`config.mk`:
```
export PLATFORM = sky130hd
export DESIGN_NAME = barrett_modular_reduce_and_power
export DESIGN_NICKNAME = d
export VERILOG_FILES = /design/src/rtl/bmrp_pkg.sv /design/src/rtl/bmrp_dp.sv /design/src/rtl/bmrp_ctrl.sv /design/src/rtl/barrett_modular_reduce_and_power.sv
export SDC_FILE = /design/constraint.sdc
export NUM_CORES = 2
export LEC_CHECK = 0
export BUFFER_PORTS_ARGS = -buffer_cell sky130_fd_sc_hd__buf_4
export CAP_MARGIN = 20
export CORE_ASPECT_RATIO = 0.75
export CORE_MARGIN = 2
export CORE_UTILIZATION = 60
export CTS_BUF_LIST = sky130_fd_sc_hd__clkbuf_16
export CTS_CLUSTER_DIAMETER = 40
export CTS_CLUSTER_SIZE = 16
export DETAILED_ROUTE_END_ITERATION = 10
export GPL_TIMING_DRIVEN = 0
export PLACE_DENSITY = 0.78
export SYNTH_ARGS = -nofsm -noshare
export SYNTH_HDL_FRONTEND = slang
export SYNTH_SLANG_ARGS = --single-unit
```
`constraint.sdc`:
```
create_clock -name clk -period 11.7 [get_ports clk]
set_clock_uncertainty 0.15 [all_clocks]
set_input_delay 0.585 -clock clk [delete_from_list [all_inputs] [get_ports clk]]
set_output_delay 0.585 -clock clk [all_outputs]
set_load 0.01 [all_outputs]
```
`src/rtl/bmrp_pkg.sv`:
```
`default_nettype none
// ----------------------------------------------------------------------------
// bmrp_pkg
// Types, constants and command codes for the Barrett reduce / power block.
// ----------------------------------------------------------------------------
package bmrp_pkg;

    localparam int WORD_W    = 64;
    localparam int HALF_W    = WORD_W / 2;
    localparam int MOD_W     = 31;
    localparam int QUO_W     = 63;
    localparam int EXP_W     = 63;
    localparam int EXP_BITS  = 63;
    localparam int DIV_CNT_W = $clog2(WORD_W);

    localparam logic [MOD_W-1:0]  MOD_MIN      = MOD_W'(2);
    localparam logic [WORD_W-1:0] RECIP_RESET  = {1'b1, {(WORD_W-1){1'b0}}};

    // multiplier operand pairs
    localparam logic [2:0] MUL_LL = 3'd0;
    localparam logic [2:0] MUL_HL = 3'd1;
    localparam logic [2:0] MUL_LH = 3'd2;
    localparam logic [2:0] MUL_HH = 3'd3;
    localparam logic [2:0] MUL_QM = 3'd4;
    localparam logic [2:0] MUL_SQ = 3'd5;
    localparam logic [2:0] MUL_RB = 3'd6;

    // accumulator ops
    localparam logic [1:0] ACC_HOLD  = 2'd0;
    localparam logic [1:0] ACC_LOAD  = 2'd1;
    localparam logic [1:0] ACC_ADD32 = 2'd2;
    localparam logic [1:0] ACC_ADD64 = 2'd3;

    // where a finished reduction goes
    localparam logic [1:0] DEST_OUT  = 2'd0;
    localparam logic [1:0] DEST_BASE = 2'd1;
    localparam logic [1:0] DEST_RES  = 2'd2;

    typedef struct packed {
        logic             op;
        logic [WORD_W-1:0] operand;
        logic [EXP_W-1:0]  exponent;
    } bmrp_req_t;

    typedef struct packed {
        logic [QUO_W-1:0] quotient;
        logic [MOD_W-1:0] remainder;
    } bmrp_rsp_t;

    typedef struct packed {
        logic       load;
        logic [2:0] mul_sel;
        logic [1:0] acc_op;
        logic       n_from_prod;
        logic       fin;
        logic [1:0] dest;
        logic       exp_shift;
        logic       out_pow;
        logic       div_step;
        logic       recip_inc;
    } bmrp_cmd_t;

    typedef struct packed {
        logic op;
        logic exp_zero;
        logic exp_bit0;
        logic exp_last;
    } bmrp_status_t;

endpackage
`default_nettype wire

```
`src/rtl/bmrp_dp.sv`:
```
`default_nettype none
// ----------------------------------------------------------------------------
// bmrp_dp
// Datapath: shared 32x32 multiplier, 128-bit accumulator, Barrett correction,
// power operands and the bit-serial reciprocal divider.
// ----------------------------------------------------------------------------
module bmrp_dp
    import bmrp_pkg::*;
(
    input  wire logic            clk,
    input  wire logic            rst_n,
    input  wire bmrp_req_t       req,
    input  wire logic            cfg_we,
    input  wire logic [MOD_W-1:0] cfg_wdata,
    input  wire bmrp_cmd_t       cmd,
    output bmrp_status_t         status,
    output logic                 done,
    output bmrp_rsp_t            rsp
);

    logic                  op_reg;
    logic [WORD_W-1:0]     n_reg;
    logic [EXP_BITS-1:0]   exp_reg;
    logic [HALF_W-1:0]     base_reg;
    logic [HALF_W-1:0]     res_reg;
    logic [WORD_W-1:0]     prod_reg;
    logic [2*WORD_W-1:0]   acc_reg;
    logic [2*WORD_W-1:0]   acc_next;
    logic [MOD_W-1:0]      mod_reg;
    logic [MOD_W-1:0]      mod_next;
    logic [WORD_W-1:0]     recip_reg;
    logic [WORD_W-1:0]     recip_next;
    logic [MOD_W-1:0]      div_rem_reg;
    logic [MOD_W-1:0]      div_rem_next;
    logic [QUO_W-1:0]      quo_out_reg;
    logic [MOD_W-1:0]      rem_out_reg;
    logic                  done_reg;

    logic [HALF_W-1:0]     mul_a;
    logic [HALF_W-1:0]     mul_b;
    logic [HALF_W-1:0]     mod_ext;
    logic [WORD_W-1:0]     x_est;
    logic [HALF_W-1:0]     r_est;
    logic                  wrap;
    logic [WORD_W-1:0]     quo_fix;
    logic [HALF_W-1:0]     rem_fix;
    logic [MOD_W:0]        div_trial;
    logic [MOD_W:0]        div_sub;
    logic                  div_ge;

    assign mod_ext = HALF_W'(mod_reg);

    always_comb
    begin
        case (cmd.mul_sel)
            MUL_LL:
            begin
                mul_a = n_reg[HALF_W-1:0];
                mul_b = recip_reg[HALF_W-1:0];
            end
            MUL_HL:
            begin
                mul_a = n_reg[WORD_W-1:HALF_W];
                mul_b = recip_reg[HALF_W-1:0];
            end
            MUL_LH:
            begin
                mul_a = n_reg[HALF_W-1:0];
                mul_b = recip_reg[WORD_W-1:HALF_W];
            end
            MUL_HH:
            begin
                mul_a = n_reg[WORD_W-1:HALF_W];
                mul_b = recip_reg[WORD_W-1:HALF_W];
            end
            MUL_QM:
            begin
                mul_a = acc_reg[WORD_W+HALF_W-1:WORD_W];
                mul_b = mod_ext;
            end
            MUL_SQ:
            begin
                mul_a = base_reg;
                mul_b = base_reg;
            end
            MUL_RB:
            begin
                mul_a = res_reg;
                mul_b = base_reg;
            end
            default:
            begin
                mul_a = n_reg[HALF_W-1:0];
                mul_b = recip_reg[HALF_W-1:0];
            end
        endcase
    end

    always_comb
    begin
        case (cmd.acc_op)
            ACC_LOAD:  acc_next = {{WORD_W{1'b0}}, prod_reg};
            ACC_ADD32: acc_next = acc_reg + {{HALF_W{1'b0}}, prod_reg, {HALF_W{1'b0}}};
            ACC_ADD64: acc_next = acc_reg + {prod_reg, {WORD_W{1'b0}}};
            default:   acc_next = acc_reg;
        endcase
    end

    // Barrett correction: estimate is exact or one too high
    assign x_est   = acc_reg[2*WORD_W-1:WORD_W];
    assign r_est   = n_reg[HALF_W-1:0] - prod_reg[HALF_W-1:0];
    assign wrap    = (r_est >= mod_ext);
    assign quo_fix = wrap ? (x_est - WORD_W'(1)) : x_est;
    assign rem_fix = wrap ? (r_est + mod_ext) : r_est;

    // reciprocal: restoring division of all-ones by the modulus
    assign div_trial    = {div_rem_reg, 1'b1};
    assign div_sub      = div_trial - {1'b0, mod_reg};
    assign div_ge       = (div_trial >= {1'b0, mod_reg});
    assign div_rem_next = div_ge ? div_sub[MOD_W-1:0] : div_trial[MOD_W-1:0];

    assign mod_next = (cfg_wdata < MOD_MIN) ? MOD_MIN : cfg_wdata;

    always_comb
    begin
        recip_next = recip_reg;
        if (cmd.div_step)
        begin
            recip_next = {recip_reg[WORD_W-2:0], div_ge};
        end
        else if (cmd.recip_inc)
        begin
            recip_next = recip_reg + WORD_W'(1);
        end
    end

    always_ff @(posedge clk or negedge rst_n)
    begin
        if (!rst_n)
        begin
            mod_reg   <= MOD_MIN;
            recip_reg <= RECIP_RESET;
            done_reg  <= 1'b0;
        end
        else
        begin
            if (cfg_we)
            begin
                mod_reg <= mod_next;
            end
            recip_reg <= recip_next;
            done_reg  <= (cmd.fin && (cmd.dest == DEST_OUT)) || cmd.out_pow;
        end
    end

    always_ff @(posedge clk)
    begin
        prod_reg <= WORD_W'(mul_a) * WORD_W'(mul_b);
        acc_reg  <= acc_next;

        if (cfg_we)
        begin
            div_rem_reg <= '0;
        end
        else if (cmd.div_step)
        begin
            div_rem_reg <= div_rem_next;
        end

        if (cmd.load)
        begin
            op_reg  <= req.op;
            n_reg   <= req.operand;
            exp_reg <= req.exponent[EXP_BITS-1:0];
            res_reg <= HALF_W'(1);
        end
        else
        begin
            if (cmd.n_from_prod)
            begin
                n_reg <= prod_reg;
            end
            if (cmd.exp_shift)
            begin
                exp_reg <= exp_reg >> 1;
            end
            if (cmd.fin && (cmd.dest == DEST_BASE))
            begin
                base_reg <= rem_fix;
            end
            if (cmd.fin && (cmd.dest == DEST_RES))
            begin
                res_reg <= rem_fix;
            end
        end

        if (cmd.fin && (cmd.dest == DEST_OUT))
        begin
            quo_out_reg <= quo_fix[QUO_W-1:0];
            rem_out_reg <= rem_fix[MOD_W-1:0];
        end
        else if (cmd.out_pow)
        begin
            quo_out_reg <= '0;
            rem_out_reg <= res_reg[MOD_W-1:0];
        end
    end

    assign status.op       = op_reg;
    assign status.exp_zero = (exp_reg == '0);
    assign status.exp_bit0 = exp_reg[0];
    assign status.exp_last = ((exp_reg >> 1) == '0);

    assign done          = done_reg;
    assign rsp.quotient  = quo_out_reg;
    assign rsp.remainder = rem_out_reg;

endmodule
`default_nettype wire

```
`src/rtl/bmrp_ctrl.sv`:
```
`default_nettype none
// ----------------------------------------------------------------------------
// bmrp_ctrl
// Sequencer: reduction micro-steps, square-and-multiply loop and reciprocal
// recompute after a modulus write.
// ----------------------------------------------------------------------------
module bmrp_ctrl
    import bmrp_pkg::*;
(
    input  wire logic         clk,
    input  wire logic         rst_n,
    input  wire logic         start,
    input  wire logic         cfg_we,
    input  wire bmrp_status_t status,
    output bmrp_cmd_t         cmd,
    output logic              busy
);

    localparam logic [4:0] S_IDLE  = 5'd0;
    localparam logic [4:0] S_DISP  = 5'd1;
    localparam logic [4:0] S_R0    = 5'd2;
    localparam logic [4:0] S_R1    = 5'd3;
    localparam logic [4:0] S_R2    = 5'd4;
    localparam logic [4:0] S_R3    = 5'd5;
    localparam logic [4:0] S_R4    = 5'd6;
    localparam logic [4:0] S_R5    = 5'd7;
    localparam logic [4:0] S_R6    = 5'd8;
    localparam logic [4:0] S_BIT   = 5'd9;
    localparam logic [4:0] S_NEXT  = 5'd10;
    localparam logic [4:0] S_MULRB = 5'd11;
    localparam logic [4:0] S_MULSQ = 5'd12;
    localparam logic [4:0] S_LOADN = 5'd13;
    localparam logic [4:0] S_DIV   = 5'd14;
    localparam logic [4:0] S_DINC  = 5'd15;

    logic [4:0]           state_reg;
    logic [4:0]           state_next;
    logic [1:0]           dest_reg;
    logic [1:0]           dest_next;
    logic [DIV_CNT_W-1:0] cnt_reg;
    logic [DIV_CNT_W-1:0] cnt_next;

    always_comb
    begin
        state_next = state_reg;
        dest_next  = dest_reg;
        cnt_next   = cnt_reg;
        cmd        = '0;
        cmd.mul_sel = MUL_LL;
        cmd.acc_op  = ACC_HOLD;
        cmd.dest    = dest_reg;

        case (state_reg)
            S_IDLE:
            begin
                if (start)
                begin
                    cmd.load   = 1'b1;
                    state_next = S_DISP;
                end
            end
            S_DISP:
            begin
                if (!status.op)
                begin
                    dest_next  = DEST_OUT;
                    state_next = S_R0;
                end
                else if (status.exp_zero)
                begin
                    cmd.out_pow = 1'b1;
                    state_next  = S_IDLE;
                end
                else
                begin
                    dest_next  = DEST_BASE;
                    state_next = S_R0;
                end
            end
            S_R0:
            begin
                cmd.mul_sel = MUL_LL;
                state_next  = S_R1;
            end
            S_R1:
            begin
                cmd.acc_op  = ACC_LOAD;
                cmd.mul_sel = MUL_HL;
                state_next  = S_R2;
            end
            S_R2:
            begin
                cmd.acc_op  = ACC_ADD32;
                cmd.mul_sel = MUL_LH;
                state_next  = S_R3;
            end
            S_R3:
            begin
                cmd.acc_op  = ACC_ADD32;
                cmd.mul_sel = MUL_HH;
                state_next  = S_R4;
            end
            S_R4:
            begin
                cmd.acc_op = ACC_ADD64;
                state_next = S_R5;
            end
            S_R5:
            begin
                cmd.mul_sel = MUL_QM;
                state_next  = S_R6;
            end
            S_R6:
            begin
                cmd.fin = 1'b1;
                case (dest_reg)
                    DEST_OUT:  state_next = S_IDLE;
                    DEST_BASE: state_next = S_BIT;
                    DEST_RES:  state_next = S_NEXT;
                    default:   state_next = S_IDLE;
                endcase
            end
            S_BIT:
            begin
                if (status.exp_bit0)
                begin
                    dest_next  = DEST_RES;
                    state_next = S_MULRB;
                end
                else
                begin
                    state_next = S_NEXT;
                end
            end
            S_NEXT:
            begin
                cmd.exp_shift = 1'b1;
                if (status.exp_last)
                begin
                    cmd.out_pow = 1'b1;
                    state_next  = S_IDLE;
                end
                else
                begin
                    dest_next  = DEST_BASE;
                    state_next = S_MULSQ;
                end
            end
            S_MULRB:
            begin
                cmd.mul_sel = MUL_RB;
                state_next  = S_LOADN;
            end
            S_MULSQ:
            begin
                cmd.mul_sel = MUL_SQ;
                state_next  = S_LOADN;
            end
            S_LOADN:
            begin
                cmd.n_from_prod = 1'b1;
                state_next      = S_R0;
            end
            S_DIV:
            begin
                cmd.div_step = 1'b1;
                cnt_next     = cnt_reg + DIV_CNT_W'(1);
                if (cnt_reg == DIV_CNT_W'(WORD_W - 1))
                begin
                    state_next = S_DINC;
                end
            end
            S_DINC:
            begin
                cmd.recip_inc = 1'b1;
                state_next    = S_IDLE;
            end
            default:
            begin
                state_next = S_IDLE;
            end
        endcase

        // a modulus write restarts the reciprocal
        if (cfg_we)
        begin
            cmd.div_step  = 1'b0;
            cmd.recip_inc = 1'b0;
            cnt_next      = '0;
            state_next    = S_DIV;
        end
    end

    always_ff @(posedge clk or negedge rst_n)
    begin
        if (!rst_n)
        begin
            state_reg <= S_IDLE;
            dest_reg  <= DEST_OUT;
            cnt_reg   <= '0;
        end
        else
        begin
            state_reg <= state_next;
            dest_reg  <= dest_next;
            cnt_reg   <= cnt_next;
        end
    end

    assign busy = (state_reg != S_IDLE);

endmodule
`default_nettype wire

```
`src/rtl/barrett_modular_reduce_and_power.sv`:
```
`default_nettype none
// Op 0 gives quotient and remainder, done pulsing with them; one item at a time.
// Op 1 runs square-and-multiply, the base and each product taken through a Barrett reduction
//   on the one shared 32x32 multiplier; a zero exponent finishes with no reduction.
//   The next start is taken in the cycle done is high.
// A modulus write holds busy while the reciprocal is divided out bit by bit.
// Reset: modulus 2, reciprocal 2^63, no clearing pass; results cannot be stalled.
// ----------------------------------------------------------------------------
// barrett_modular_reduce_and_power
// Barrett quotient/remainder and square-and-multiply modular power.
// ----------------------------------------------------------------------------
module barrett_modular_reduce_and_power
    import bmrp_pkg::*;
(
    input  wire logic             clk,
    input  wire logic             rst_n,
    input  wire logic             start,
    output logic                  busy,
    input  wire bmrp_req_t        req,
    output logic                  done,
    output bmrp_rsp_t             rsp,
    input  wire logic             cfg_we,
    input  wire logic [MOD_W-1:0] cfg_wdata
);

    bmrp_cmd_t    cmd;
    bmrp_status_t status;

    bmrp_ctrl u_ctrl (
        .clk    (clk),
        .rst_n  (rst_n),
        .start  (start),
        .cfg_we (cfg_we),
        .status (status),
        .cmd    (cmd),
        .busy   (busy)
    );

    bmrp_dp u_dp (
        .clk       (clk),
        .rst_n     (rst_n),
        .req       (req),
        .cfg_we    (cfg_we),
        .cfg_wdata (cfg_wdata),
        .cmd       (cmd),
        .status    (status),
        .done      (done),
        .rsp       (rsp)
    );

endmodule
`default_nettype wire
```
==> metrics.csv <==
stage,metric,value,unit
synthesis,yosys.area.top_type,fa_1,
clock_tree,clockBufferDepth,3,
clock_tree,cts_buffers,74,
clock_tree,cts.sinks,584,
global_routing,grt_max_degree,67,
synthesis,synth_nets,9690,
sta,setup_ws,0.0608,ns
finish,nFillCells,9658,
placement,io_buffers,257,
placement,place_hpwl,252000,um
synthesis,synth_ff_type,edfxtp_1,
sta,fin_crit,11.64,ns
route,routedWlPerCell,30.0,um
sta,setup_viol_count_final,0,
synthesis,synth_edf_count,349,
floorplan,die-height,302,um
synthesis,async_flop_share,0.185,
sta,finalCritPeriodShare,0.995,
critical_path,cpPeakStageDelay,0.75,ns
sta,fmax,85.9,MHz
global_routing,grt_usage,0.499,
clock_tree,clk_pin_slew_worst_paths,0.08,ns
sta,drv_slew,0,
synthesis,ys_ff_latch,584,
synthesis,ys_types,89,
finish,largest_reg_flops,95,
synthesis,synth_top_area_frac,0.254,
route,drt-total-wl,304000,um
critical_path,crit_family,adder cells,
route,drt_iter0_markers,10973,
clock_tree,clk_latency,0.68,ns
finish,area_delta_synth_final,11.2,%
placement,gp_congestion,1.13,
floorplan,core_region_area,118000,um^2
finish,multi_input_area,49900,um^2
route,drt-pass1-iter-count,11,
synthesis,yosysWarnings,0,
synthesis,synth_area_per_cell,8.75,um^2
outcome,outcome,"complete, no violations",
sta,timing.slew.headroom,0.199,
placement,dp.cells,9964,
global_routing,grt_first_pass_wirelength,434000,um
floorplan,fp-row-count,109,
floorplan,ioPinCount,259,
critical_path,cp-start-kind,flip-flop,
sta,hold_viol,0,
synthesis,syn_inst,8103,
global_routing,antenna_found_initial,30,
worst_hold_path,hold_path_class,input pin to flip-flop,
critical_path,path_buf_inv,9,
critical_path,cp_slowest_cell,o21ai_2,
route,via_per_inst,6.58,
global_routing,grt_pass1_vias,62995,
route,antenna_left,0,
critical_path,path_common_cell,fa_1,
global_routing,overflow,0,
critical_path,endpoint_kind,flip-flop,
clock_tree,htree_levels,3,
floorplan,die_x,401,um
job,drv_cap,0,
synthesis,yosys-top-cells-area,"fa_1 25%, edfxtp_1 15%, ha_1 9.2%",
floorplan,start_util,0.603,
finish,regArea,15700,um^2
finish,final_area,78900,um^2
finish,fin_nets,10098,
route,num_vias,66710,
placement,dpl_cell_area,75600,um^2
critical_path,path_max_fanout,10,
sta,whs,0.0145,ns
synthesis,netlist_area,70900,um^2
floorplan,die_area,121000,um^2
synthesis,synth-seq-area-share,0.222,
route,drc,0,
critical_path,crit_type,flip-flop to flip-flop,
critical_path,arrival,12.04,ns
finish,drive_gt1_frac,0.0820,
finish,finalNonFillerCells,10135,
clock_tree,cts_root_buf,clkbuf_16,
clock_tree,tritoncts,yes,
placement,place_ws,-2.51,ns
sta,worst_slew_pin_slew,1.19,ns
critical_path,crit_required,12.11,ns
## routing by layer
metal	vias up	wire length [um]	global-route usage
met5	-	491	0.00381
met4	47	14100	0.175
met3	992	60900	0.287
met2	5663	114000	0.644
met1	32377	115000	0.689
li1	27631	-	-
## cells by family after synthesis
kind of cell	count (synthesis)	share of synthesized area
simple gates	2682	0.163
xor+xnor	359	0.0443
fa+ha+maj	1424	0.347
compound gates	1495	0.133
flops	584	0.222
mux	82	0.0124
buf+inv	1477	0.0783
## area by class of cell
type	count	area share
inverter	1052	0.0501
clock inverter	59	0.00730
multi-input combinational	6042	0.633
buffer	402	0.0216
clock buffer	77	0.0244
timing repair buffer	355	0.0392
tap	1554	0.0247
antenna	10	0.000317
sequential	584	0.199
## worst register-to-register path: cells and delay by family (launching register included)
| kind | cells | cell delay [ns] |
|---|---|---|
| AO/OA/AOI/OAI | 9 | 2.59 |
| adder cells (fa/ha/maj) | 9 | 4.44 |
| buffers and inverters | 9 | 1.67 |
| flip-flops | 1 | 0.51 |
| XOR/XNOR | 1 | 0.16 |
| AND/OR/NAND/NOR | 8 | 2.00 |
## placed cells by master, fill, tap and decap left out, types with 54 or more instances in the layout
cell and n:
a222oi_1 63, ha_1 522, clkbuf_1 285, nand3_1 147
dfrtp_1 104, a21oi_1 425, o22ai_1 54, nor2_1 854
o21bai_1 67, fa_1 901, clkbuf_2 76, nand2_1 1182
nor4_1 61, o21a_1 76, buf_4 276, o21ai_0 324
a21o_1 156, dfxtp_1 127, xnor2_1 235, nand4_1 72
edfxtp_1 349, inv_1 1057, nor3_1 85, clkbuf_16 77
xor2_1 124
## synth_stat cells (44+ instances only)
master    number
nand2_1     1184
inv_1       1050
fa_1         901
nor2_1       857
ha_1         523
a21oi_1      427
clkbuf_1     406
edfxtp_1     349
o21ai_0      343
xnor2_1      235
a21o_1       156
nand3_1      147
dfxtp_1      127
xor2_1       124
dfrtp_1      106
nor3_1        86
o21a_1        86
nand4_1       72
o21bai_1      67
a222oi_1      63
nor4_1        61
o22ai_1       54
and3_1        49
mux2_2        48
nand2b_1      44
## final timing paths
path,from,endpoint,slack [ns],cells past startpoint
max in group asynchronous,rst_n,u_dp.recip_reg[63],10.21,3
worst min-delay path,req[55],u_dp.exp_reg[55],0.01,3
worst min register to register,u_dp.res_reg[9],u_dp.res_reg[9],0.33,2
min in group asynchronous,rst_n,u_dp.recip_reg[43],0.42,2
worst max-delay path,u_ctrl.state_reg[0],u_dp.prod_reg[56],0.06,36
worst max register to register,u_ctrl.state_reg[0],u_dp.prod_reg[56],0.06,36
## per-stage QoR
| stage | util | setup TNS [ns] |
|---|---|---|
| after floorplan | - | 0 |
| after global placement | 0.636 | -53.80 |
| after detailed placement | 0.643 | -47.49 |
| after CTS | 0.669 | 0 |
| after global routing | 0.671 | -0.00623 |
| final | 0.671 | 0 |
## timing repair
action	in CTS	in global routing
pin swaps	1	3
endpoints found under the hold margin	99	0
buffers inserted	1	2
hold buffers	40	0
gates resized for setup	114	145
setup endpoints to repair	39	21
gates cloned	0	0
Power is not shown: default switching activity piles up to over one toggle a cycle in this logic, so the estimate is an artifact.
